`src/rtl/pvs_pkg.sv`:
```
package pvs_pkg;

    // field widths of the item channels
    localparam int FI_W    = 4;
    localparam int PAGE_W  = 16;
    localparam int TIME_W  = 32;
    localparam int CLASS_W = 2;
    localparam int VF_W    = 4;

    // configuration port
    localparam int FIU_W   = 5;
    localparam int ADDR_W  = 3;
    localparam int DATA_W  = 32;

    // item modes
    localparam logic MODE_WRITE  = 1'b0;
    localparam logic MODE_SELECT = 1'b1;

    // replacement policies
    localparam logic POL_LRU = 1'b0;
    localparam logic POL_NRU = 1'b1;

    // register indexes, taken from paddr[2]
    localparam logic REG_POLICY = 1'b0;
    localparam logic REG_FRAMES = 1'b1;

    // reset values
    localparam logic [FIU_W-1:0] FRAMES_RESET = 5'd16;

    typedef struct packed {
        logic             policy;
        logic [FIU_W-1:0] frames_in_use;
    } t_cfg;

    // one frame table entry as stored in the ram
    typedef struct packed {
        logic [PAGE_W-1:0] page;
        logic              referenced;
        logic              modified;
        logic [TIME_W-1:0] last_access;
    } t_frame_entry;

endpackage

```
`src/rtl/pvs_stream_if.sv`:
```
interface pvs_in_if;
    logic                       valid;
    logic                       ready;
    logic                       mode;
    logic [pvs_pkg::FI_W-1:0]   frame_index;
    logic [pvs_pkg::PAGE_W-1:0] page_index;
    logic                       referenced;
    logic                       modified;
    logic [pvs_pkg::TIME_W-1:0] access_time;
    logic [pvs_pkg::TIME_W-1:0] current_time;

    modport source (
        output valid, mode, frame_index, page_index, referenced, modified,
               access_time, current_time,
        input  ready
    );
    modport sink (
        input  valid, mode, frame_index, page_index, referenced, modified,
               access_time, current_time,
        output ready
    );
endinterface

interface pvs_out_if;
    logic                        valid;
    logic                        ready;
    logic [pvs_pkg::VF_W-1:0]    victim_frame;
    logic [pvs_pkg::PAGE_W-1:0]  victim_page;
    logic [pvs_pkg::CLASS_W-1:0] victim_class;

    modport source (
        output valid, victim_frame, victim_page, victim_class,
        input  ready
    );
    modport sink (
        input  valid, victim_frame, victim_page, victim_class,
        output ready
    );
endinterface

```
`src/rtl/pvs_ram.sv`:
```
module pvs_ram #(
    parameter int WIDTH = 50,
    parameter int DEPTH = 16
) (
    input  logic                                      i_clk,
    input  logic                                      i_we,
    input  logic [((DEPTH > 1) ? $clog2(DEPTH) : 1)-1:0] i_waddr,
    input  logic [WIDTH-1:0]                          i_wdata,
    input  logic [((DEPTH > 1) ? $clog2(DEPTH) : 1)-1:0] i_raddr,
    output logic [WIDTH-1:0]                          o_rdata
);
    logic [WIDTH-1:0] r_mem [DEPTH];
    logic [WIDTH-1:0] r_rdata;

    // one write port, one registered read port
    always_ff @(posedge i_clk) begin
        if (i_we) begin
            r_mem[i_waddr] <= i_wdata;
        end
        r_rdata <= r_mem[i_raddr];
    end

    assign o_rdata = r_rdata;
endmodule

```
`src/rtl/pvs_cfg_regs.sv`:
```
module pvs_cfg_regs (
    input  logic                         i_clk,
    input  logic                         i_rst_n,
    input  logic                         psel,
    input  logic                         penable,
    input  logic                         pwrite,
    input  logic [pvs_pkg::ADDR_W-1:0]   paddr,
    input  logic [pvs_pkg::DATA_W-1:0]   pwdata,
    output logic [pvs_pkg::DATA_W-1:0]   prdata,
    output logic                         pready,
    output pvs_pkg::t_cfg                o_cfg
);
    import pvs_pkg::*;

    logic             r_policy;
    logic [FIU_W-1:0] r_frames_in_use;
    logic             wr_en;
    logic             reg_sel;

    assign pready  = 1'b1;
    assign wr_en   = psel && penable && pwrite && pready;
    assign reg_sel = paddr[2];

    // register writes in the access phase
    always_ff @(posedge i_clk) begin
        if (!i_rst_n) begin
            r_policy        <= POL_LRU;
            r_frames_in_use <= FRAMES_RESET;
        end else if (wr_en) begin
            unique case (reg_sel)
                REG_POLICY: r_policy        <= pwdata[0];
                REG_FRAMES: r_frames_in_use <= pwdata[FIU_W-1:0];
                default:    r_policy        <= r_policy;
            endcase
        end
    end

    // read back
    always_comb begin
        unique case (reg_sel)
            REG_POLICY: prdata = {{(DATA_W-1){1'b0}}, r_policy};
            REG_FRAMES: prdata = {{(DATA_W-FIU_W){1'b0}}, r_frames_in_use};
            default:    prdata = '0;
        endcase
    end

    assign o_cfg.policy        = r_policy;
    assign o_cfg.frames_in_use = r_frames_in_use;
endmodule

```
`src/rtl/pvs_scan_engine.sv`:
```
module pvs_scan_engine #(
    parameter int NUM_FRAMES = 16
) (
    input  logic          i_clk,
    input  logic          i_rst_n,
    input  pvs_pkg::t_cfg i_cfg,
    pvs_in_if.sink        i_in,
    pvs_out_if.source     o_out
);
    import pvs_pkg::*;

    localparam int AW = (NUM_FRAMES > 1) ? $clog2(NUM_FRAMES) : 1;
    localparam int LW = (AW > FIU_W) ? AW : FIU_W;
    localparam int EW = $bits(t_frame_entry);

    typedef enum logic [2:0] {
        S_IDLE = 3'b001,
        S_SCAN = 3'b010,
        S_DONE = 3'b100
    } t_state;

    t_state              r_state, n_state;
    logic [AW-1:0]       r_idx, n_idx;
    logic [LW-1:0]       r_last, n_last;
    logic [TIME_W-1:0]   r_now, n_now;
    logic [AW-1:0]       r_best_idx, n_best_idx;
    logic [PAGE_W-1:0]   r_best_page, n_best_page;
    logic [CLASS_W-1:0]  r_best_cls, n_best_cls;
    logic [TIME_W-1:0]   r_best_age, n_best_age;
    logic                r_out_valid;
    logic [VF_W-1:0]     r_out_frame;
    logic [PAGE_W-1:0]   r_out_page;
    logic [CLASS_W-1:0]  r_out_class;

    logic                accept;
    logic                wr_in_range;
    logic                ram_we;
    logic [AW-1:0]       ram_waddr;
    logic [AW-1:0]       ram_raddr;
    t_frame_entry        wr_entry;
    t_frame_entry        rd_entry;
    logic [LW-1:0]       last_idx;
    logic [CLASS_W-1:0]  cand_cls;
    logic [TIME_W-1:0]   cand_age;
    logic                take;
    logic                at_last;
    logic                out_free;
    logic                out_load;
    logic [AW-1:0]       fin_idx;
    logic [PAGE_W-1:0]   fin_page;
    logic [CLASS_W-1:0]  fin_cls;

    assign accept   = i_in.valid && i_in.ready;
    assign i_in.ready = (r_state == S_IDLE);
    assign out_free = !r_out_valid || o_out.ready;

    // table write for a write transfer
    assign wr_in_range          = (32'(i_in.frame_index) < NUM_FRAMES);
    assign ram_we               = accept && (i_in.mode == MODE_WRITE) && wr_in_range;
    assign ram_waddr            = AW'(i_in.frame_index);
    assign wr_entry.page        = i_in.page_index;
    assign wr_entry.referenced  = i_in.referenced;
    assign wr_entry.modified    = i_in.modified;
    assign wr_entry.last_access = i_in.access_time;

    // frame 0 is fetched at the select transfer, then one frame ahead
    assign ram_raddr = (r_state == S_IDLE) ? '0 : r_idx + AW'(1);

    pvs_ram #(
        .WIDTH (EW),
        .DEPTH (NUM_FRAMES)
    ) u_ram (
        .i_clk   (i_clk),
        .i_we    (ram_we),
        .i_waddr (ram_waddr),
        .i_wdata (wr_entry),
        .i_raddr (ram_raddr),
        .o_rdata (rd_entry)
    );

    // scan length clamped to one .. NUM_FRAMES
    always_comb begin
        if (i_cfg.frames_in_use == '0) begin
            last_idx = '0;
        end else if (32'(i_cfg.frames_in_use) > NUM_FRAMES) begin
            last_idx = LW'(NUM_FRAMES - 1);
        end else begin
            last_idx = LW'(i_cfg.frames_in_use - 1'b1);
        end
    end

    // candidate compare against the best so far
    assign cand_cls = {rd_entry.referenced, rd_entry.modified};
    assign cand_age = r_now - rd_entry.last_access;
    assign at_last  = (LW'(r_idx) == r_last);

    always_comb begin
        if (r_idx == '0) begin
            take = 1'b1;
        end else if (i_cfg.policy == POL_LRU) begin
            take = (cand_age > r_best_age);
        end else begin
            // lower class wins; in a nonzero class the later frame wins
            take = (cand_cls < r_best_cls) ||
                   ((cand_cls == r_best_cls) && (cand_cls != '0));
        end
    end

    always_comb begin
        n_best_idx  = r_best_idx;
        n_best_page = r_best_page;
        n_best_cls  = r_best_cls;
        n_best_age  = r_best_age;
        if ((r_state == S_SCAN) && take) begin
            n_best_idx  = r_idx;
            n_best_page = rd_entry.page;
            n_best_cls  = cand_cls;
            n_best_age  = cand_age;
        end
    end

    // sequencer
    always_comb begin
        n_state = r_state;
        n_idx   = r_idx;
        n_last  = r_last;
        n_now   = r_now;
        unique case (r_state)
            S_IDLE: begin
                if (accept && (i_in.mode == MODE_SELECT)) begin
                    n_state = S_SCAN;
                    n_idx   = '0;
                    n_last  = last_idx;
                    n_now   = i_in.current_time;
                end
            end
            S_SCAN: begin
                if (at_last) begin
                    n_state = out_free ? S_IDLE : S_DONE;
                end else begin
                    n_idx = r_idx + AW'(1);
                end
            end
            S_DONE: begin
                if (out_free) begin
                    n_state = S_IDLE;
                end
            end
            default: n_state = S_IDLE;
        endcase
    end

    // result source: straight from the last compare, or held after a stall
    assign out_load = out_free && (((r_state == S_SCAN) && at_last) || (r_state == S_DONE));
    assign fin_idx  = (r_state == S_DONE) ? r_best_idx  : n_best_idx;
    assign fin_page = (r_state == S_DONE) ? r_best_page : n_best_page;
    assign fin_cls  = (r_state == S_DONE) ? r_best_cls  : n_best_cls;

    always_ff @(posedge i_clk) begin
        if (!i_rst_n) begin
            r_state     <= S_IDLE;
            r_idx       <= '0;
            r_last      <= '0;
            r_out_valid <= 1'b0;
        end else begin
            r_state <= n_state;
            r_idx   <= n_idx;
            r_last  <= n_last;
            if (out_load) begin
                r_out_valid <= 1'b1;
            end else if (o_out.ready) begin
                r_out_valid <= 1'b0;
            end
        end
    end

    // payload registers
    always_ff @(posedge i_clk) begin
        r_now       <= n_now;
        r_best_idx  <= n_best_idx;
        r_best_page <= n_best_page;
        r_best_cls  <= n_best_cls;
        r_best_age  <= n_best_age;
        if (out_load) begin
            r_out_frame <= VF_W'(fin_idx);
            r_out_page  <= fin_page;
            r_out_class <= (i_cfg.policy == POL_NRU) ? fin_cls : '0;
        end
    end

    assign o_out.valid        = r_out_valid;
    assign o_out.victim_frame = r_out_frame;
    assign o_out.victim_page  = r_out_page;
    assign o_out.victim_class = r_out_class;

    // scan index stays inside the latched scan length
    a_idx_in_range: assert property (@(posedge i_clk) disable iff (!i_rst_n)
        (r_state == S_SCAN) |-> (LW'(r_idx) <= r_last))
        else $error("scan index past last frame");

    // no table write while a select is in flight
    a_no_write_busy: assert property (@(posedge i_clk) disable iff (!i_rst_n)
        (r_state != S_IDLE) |-> !ram_we)
        else $error("table write during scan");

    // a held result only waits behind an untaken one
    a_done_blocked: assert property (@(posedge i_clk) disable iff (!i_rst_n)
        (r_state == S_DONE) |-> r_out_valid)
        else $error("result held with free output");

    // a new result only appears at the end of a scan
    a_result_after_scan: assert property (@(posedge i_clk) disable iff (!i_rst_n)
        $rose(r_out_valid) |-> ($past(r_state) == S_SCAN || $past(r_state) == S_DONE))
        else $error("result without scan");
endmodule

```
`src/rtl/page_victim_selector_unit.sv`:
```
// channel   dir  handshake        payload
// i_in      in   valid / ready    mode, frame_index, page_index, referenced,
//                                 modified, access_time, current_time
// o_out     out  valid / ready    victim_frame, victim_page, victim_class
// apb       in   psel / penable   paddr, pwdata, prdata (pready tied high)
//
// a write transfer updates one frame entry in the table ram
// a select transfer scans n frames, n = frames_in_use clamped to 1..NUM_FRAMES,
// the single ram read port fetching one frame entry per cycle
// the result waits in an output register; a select finishing behind an untaken
// result holds until the output frees
// i_rst_n is synchronous active low; the frame table is not cleared
module page_victim_selector_unit #(
    parameter int NUM_FRAMES = 16
) (
    input  logic                       i_clk,
    input  logic                       i_rst_n,
    input  logic                       psel,
    input  logic                       penable,
    input  logic                       pwrite,
    input  logic [pvs_pkg::ADDR_W-1:0] paddr,
    input  logic [pvs_pkg::DATA_W-1:0] pwdata,
    output logic [pvs_pkg::DATA_W-1:0] prdata,
    output logic                       pready,
    pvs_in_if.sink                     i_in,
    pvs_out_if.source                  o_out
);
    import pvs_pkg::*;

    t_cfg cfg;

    // configuration registers
    pvs_cfg_regs u_cfg (
        .i_clk   (i_clk),
        .i_rst_n (i_rst_n),
        .psel    (psel),
        .penable (penable),
        .pwrite  (pwrite),
        .paddr   (paddr),
        .pwdata  (pwdata),
        .prdata  (prdata),
        .pready  (pready),
        .o_cfg   (cfg)
    );

    // frame table and victim scan
    pvs_scan_engine #(
        .NUM_FRAMES (NUM_FRAMES)
    ) u_engine (
        .i_clk   (i_clk),
        .i_rst_n (i_rst_n),
        .i_cfg   (cfg),
        .i_in    (i_in),
        .o_out   (o_out)
    );
endmodule

```
`src/flat_wrapper.sv`:
```
// flat-port wrapper written by rule: the top's interface ports become plain ports
module page_victim_selector_unit_flat import pvs_pkg::*;
#(
    parameter int NUM_FRAMES = 16
)
  (i_clk, i_rst_n, psel, penable, pwrite, paddr, pwdata, prdata, pready, i_in_valid, i_in_mode, i_in_frame_index, i_in_page_index, i_in_referenced, i_in_modified, i_in_access_time, i_in_current_time, i_in_ready, o_out_valid, o_out_victim_frame, o_out_victim_page, o_out_victim_class, o_out_ready);
  pvs_in_if i_in_i ();
  pvs_out_if o_out_i ();
  input  logic i_clk;
  input  logic i_rst_n;
  input  logic psel;
  input  logic penable;
  input  logic pwrite;
  input  logic [pvs_pkg::ADDR_W-1:0] paddr;
  input  logic [pvs_pkg::DATA_W-1:0] pwdata;
  output logic [pvs_pkg::DATA_W-1:0] prdata;
  output logic pready;
  input wire logic [$bits(i_in_i.valid)-1:0] i_in_valid;
  input wire logic [$bits(i_in_i.mode)-1:0] i_in_mode;
  input wire logic [$bits(i_in_i.frame_index)-1:0] i_in_frame_index;
  input wire logic [$bits(i_in_i.page_index)-1:0] i_in_page_index;
  input wire logic [$bits(i_in_i.referenced)-1:0] i_in_referenced;
  input wire logic [$bits(i_in_i.modified)-1:0] i_in_modified;
  input wire logic [$bits(i_in_i.access_time)-1:0] i_in_access_time;
  input wire logic [$bits(i_in_i.current_time)-1:0] i_in_current_time;
  output wire logic [$bits(i_in_i.ready)-1:0] i_in_ready;
  output wire logic [$bits(o_out_i.valid)-1:0] o_out_valid;
  output wire logic [$bits(o_out_i.victim_frame)-1:0] o_out_victim_frame;
  output wire logic [$bits(o_out_i.victim_page)-1:0] o_out_victim_page;
  output wire logic [$bits(o_out_i.victim_class)-1:0] o_out_victim_class;
  input wire logic [$bits(o_out_i.ready)-1:0] o_out_ready;
  assign i_in_i.valid = i_in_valid;
  assign i_in_i.mode = i_in_mode;
  assign i_in_i.frame_index = i_in_frame_index;
  assign i_in_i.page_index = i_in_page_index;
  assign i_in_i.referenced = i_in_referenced;
  assign i_in_i.modified = i_in_modified;
  assign i_in_i.access_time = i_in_access_time;
  assign i_in_i.current_time = i_in_current_time;
  assign i_in_ready = i_in_i.ready;
  assign o_out_valid = o_out_i.valid;
  assign o_out_victim_frame = o_out_i.victim_frame;
  assign o_out_victim_page = o_out_i.victim_page;
  assign o_out_victim_class = o_out_i.victim_class;
  assign o_out_i.ready = o_out_ready;
  page_victim_selector_unit #(.NUM_FRAMES(NUM_FRAMES)) u_core (.i_clk(i_clk), .i_rst_n(i_rst_n), .psel(psel), .penable(penable), .pwrite(pwrite), .paddr(paddr), .pwdata(pwdata), .prdata(prdata), .pready(pready), .i_in(i_in_i), .o_out(o_out_i));
endmodule
```
`config.mk`:
```
export PLATFORM = sky130hd
export DESIGN_NAME = page_victim_selector_unit_flat
export DESIGN_NICKNAME = d
export VERILOG_FILES = /design/src/rtl/pvs_pkg.sv /design/src/rtl/pvs_stream_if.sv /design/src/rtl/pvs_ram.sv /design/src/rtl/pvs_cfg_regs.sv /design/src/rtl/pvs_scan_engine.sv /design/src/rtl/page_victim_selector_unit.sv /design/src/flat_wrapper.sv
export SDC_FILE = /design/constraint.sdc
export NUM_CORES = 1
export LEC_CHECK = 0
export BUFFER_PORTS_ARGS = -buffer_cell sky130_fd_sc_hd__buf_2
export CORE_ASPECT_RATIO = 1.75
export CORE_UTILIZATION = 66
export CTS_CLUSTER_SIZE = 24
export DETAILED_ROUTE_END_ITERATION = 8
export PLACE_DENSITY = 0.85
export RECOVER_POWER = 25
export SLEW_MARGIN = 20
export SYNTH_ARGS = -nofsm -noshare
export SYNTH_HDL_FRONTEND = slang
export SYNTH_HIERARCHICAL = 1
export SYNTH_SLANG_ARGS = --single-unit
```
`constraint.sdc`:
```
create_clock -name i_clk -period 9.3 [get_ports i_clk]
set_input_delay 0.93 -clock i_clk [delete_from_list [all_inputs] [get_ports i_clk]]
set_output_delay 0.93 -clock i_clk [all_outputs]
set_load 0.03 [all_outputs]
```
==> flow_summary.yaml <==
run_status:
  status: "finished, final reports clean"
floorplan:
  core_sq_mm: 0.0573
  die_w_um: 185
  num_rows: 116
  io_pins: 186
  die_height_um: 321
  die_area_sq_mm: 0.0593
  initial_core_util_pct: 67.1
worst_hold_path:
  hp-class: "input pin to register"
  worstHoldStart: "i_in_current_time[11]"
  whs_path_depth: 1
  min_delay_worst_endpoint: "u_core/u_engine/r_now[11]$_DFFE_PP_"
drt:
  vias: 20100
  initialDrtViolationCount: 2109
  wire_per_inst_um: 29.7
  wl_mm: 89.0
  dr.pass1.iters: 5
  drc_errors: 0
  drtAntennaViolNets: 0
  vias_per_cell: 6.71
yosys:
  synth-seq-cells: 977
  ys.warnings.count: 6
  ys.flop_type: "edfxtp_1"
  yosysSeqAreaShare_pct: 73.9
  synth_edf_count: 886
  synthCells: 2005
  syn_area_sq_mm: 0.0385
  async_reset_ff_share_pct: 0
  synth.distinct_cells: 67
  syn_area_per_cell_sq_um: 19.2
job:
  maxCapViolCount: 0
setup_path:
  r2r_slack_ns: 3.20
  worstSetupEndpointType: "register"
  regToRegStartpoint: "u_core/u_engine/r_now[0]$_DFFE_PP_"
  critPathArrivalTime_ns: 6.47
  critPathKind: "register to register"
  start_kind: "register"
  reg2reg_to: "u_core/u_engine/o_out.victim_page[12]$_DFFE_PP_"
  cp.required_ns: 9.67
  crit_path_max_fanout: 48
  reg2reg_depth: 22
global_routing:
  grt_max_degree: 165
  overflow: 0
  grtUsageTotal_pct: 31.1
  grt_pass1_vias: 21200
  grt_first_pass_wirelength_mm: 131
  antenna_found_initial: 12
cells_and_area:
  area_growth_pct: 10.7
  drive_gt1_share_pct: 23.0
  fillers: 3073
  register_area_sq_mm: 0.0284
  multi_input_area_sq_mm: 0.00932
  fin_nets: 2354
  final_cell_mix: "886 x edfxtp_1, 200 x mux4_2, 100 x a22oi_1"
  final_common_cell: "edfxtp_1"
  stdcell_count: 2997
clock_tree:
  cts.sinks: 977
  ctsResizeCount: 0
  clockRootBuffer: "clkbuf_16"
  cts_tree: "built"
  clkLatencyLatePin_ns: 0.65
  cts-buffers-inserted: 82
  post_cts_buffers: 0
  cts_hold_buf: 0
  cts_buffer_depth: 3
  clkSlewWorstSetupHoldPaths_ns: 0.07
  cts_max_level: 3
sta:
  tightestPinTransition_ns: 1.11
  slew_headroom_pct: 26.1
  fin_crit_ns: 6.10
  setup_viol: 0
  finalHoldViolations: 0
  fin_setup_tns_ns: 0
  final.setup.worst_slack_ns: 3.20
  rsz0062_at_grt: "no"
  slew_violations: 0
  max_clock_freq_mhz: 164
  fin_worst_skew_ns: 0.0392
  finalCritPeriodShare_pct: 65.6
power_and_ir_drop:
  vdd_ir_drop_max_mv: 0.157
  leakage_uw: 0.0142
  power_per_cell_area_mw_per_mm2: 225
place:
  dp_slack_ns: 3.06
  dpl.cell_count: 2838
  io_buffers: 128
  hpwl_mm: 43.7
  gp_congestion: 0.928
## state kept, by name, summed over array words and instances, names as in the netlist
name / flops
u_core/u_engine/r_best_cls: 2
u_core/u_engine/r_last: 5
u_core/u_engine/r_state: 3
u_core/u_engine/o_out.victim_page: 16
u_core/u_engine/r_best_age: 32
u_core/u_engine/u_ram/o_rdata: 50
u_core/u_engine/r_idx: 4
u_core/u_cfg/r_policy: 1
u_core/u_engine/o_out.victim_frame: 4
u_core/u_engine/r_best_page: 16
u_core/u_engine/o_out.valid: 1
u_core/u_engine/u_ram/r_mem: 800
u_core/u_engine/r_best_idx: 4
u_core/u_engine/r_now: 32
u_core/u_cfg/r_frames_in_use: 5
u_core/u_engine/o_out.victim_class: 2
## worst max-delay path, cell delays in order (launching register included)
cell and delay, ns:
edfxtp_1 0.32, inv_1 0.04, ha_1 0.23, fa_1 0.41, nor2b_1 0.14, o21ai_0 0.17
a21boi_0 0.28, o21ai_0 0.16, a21oi_2 0.34, a41oi_1 0.29, o21ai_1 0.43, o2111ai_1 0.16
o311a_1 0.17, ha_1 0.30, nand4_1 0.22, nor4_1 0.45, nand2_1 0.09, nand2_1 0.07
o21ai_0 0.14, a21oi_4 0.40, buf_16 0.23, buf_12 0.29, mux2_2 0.40
## routing by layer
metal	track usage, %	vias to the layer above	wire, um
met3	5.07	264	7790
met2	54.2	1366	47000
met5	0	-	65
met4	16.5	10	4100
li1	-	8290	-
met1	37.0	10200	30100
## Yosys cell counts, types with 10 or more instances
library cell	number	share of area [%]
ha_1	68	2.2
buf_2	24	0.31
nand3_1	16	0.21
buf_4	41	0.80
buf_1	12	0.12
xnor2_1	22	0.50
xor2_1	11	0.25
nor3_1	14	0.18
nand2_1	89	0.87
nor2b_1	22	0.36
inv_1	78	0.76
o21a_1	10	0.20
a22oi_1	100	2.0
o21ai_0	24	0.31
edfxtp_1	886	69
mux4_2	200	12
a21o_1	29	0.57
a21oi_1	41	0.53
dfxtp_1	91	4.7
clkbuf_1	32	0.31
mux2_2	43	1.3
nor2_1	47	0.46
## through the flow
stage	hold WS (ns)	total power, uW	cell area [sq um]	utilization [%]
after detailed placement	0.464	6160	39900	69.6
after CTS	0.440	9590	42600	74.3
after floorplan	0.449	5920	38600	-
after global placement	0.459	6100	39900	69.6
after global routing	0.454	9850	42600	74.3
final	0.458	9560	42600	74.3
## area by class of cell
cell class                      instances  share of cell area [%]
Sequential cell                       977                    66.7
Clock inverter                         37                   0.840
Multi-Input combinational cell        860                    21.9
Timing Repair Buffer                  156                    2.03
Inverter                               79                   0.696
Tap cell                              767                    2.25
Antenna cell                            6                  0.0353
Clock buffer                          115                    5.52
## power breakdown
| part | switching, uW | internal (uW) | leakage, uW | total (uW) |
|---|---|---|---|---|
| logic | 599 | 516 | 0.00412 | 1110 |
| registers | 57.7 | 4930 | 0.00876 | 4990 |
| clock network | 1550 | 1920 | 0.00131 | 3460 |
| total | 2200 | 7360 | 0.0142 | 9560 |
## cell families after synthesis
| logic type | count (synthesis) | share of synthesized area [%] |
|---|---|---|
| compound gates | 246 | 4.48 |
| xor+xnor | 33 | 0.751 |
| fa+ha+maj | 70 | 2.29 |
| buf+inv | 194 | 2.57 |
| flops | 977 | 73.9 |
| mux | 251 | 13.2 |
| other cells | 2 | 0.0195 |
| simple gates | 232 | 2.85 |
## how the worst max path moves through the flow
stage	endpoint	depth (start not counted)	start	slack, ns
4_1_cts	u_core/u_engine/o_out.victim_page[12]$_DFFE_PP_	21	u_core/u_engine/r_now[0]$_DFFE_PP_	2.99
3_5_place_dp	u_core/u_engine/o_out.victim_page[8]$_DFFE_PP_	21	u_core/u_engine/r_now[0]$_DFFE_PP_	3.06
3_3_place_gp	u_core/u_engine/o_out.victim_frame[1]$_DFFE_PP_	21	u_core/u_engine/r_now[0]$_DFFE_PP_	3.10
5_1_grt	u_core/u_engine/o_out.victim_page[12]$_DFFE_PP_	22	u_core/u_engine/r_now[0]$_DFFE_PP_	2.96
2_1_floorplan	u_core/u_engine/u_ram/r_mem[0][0]$_DFFE_PP_	7	u_core/u_engine/r_state[0]$_SDFFE_PN1P_	3.48
6_report	u_core/u_engine/o_out.victim_page[12]$_DFFE_PP_	22	u_core/u_engine/r_now[0]$_DFFE_PP_	3.20
Note: power is estimated with default switching activity, not from simulation.
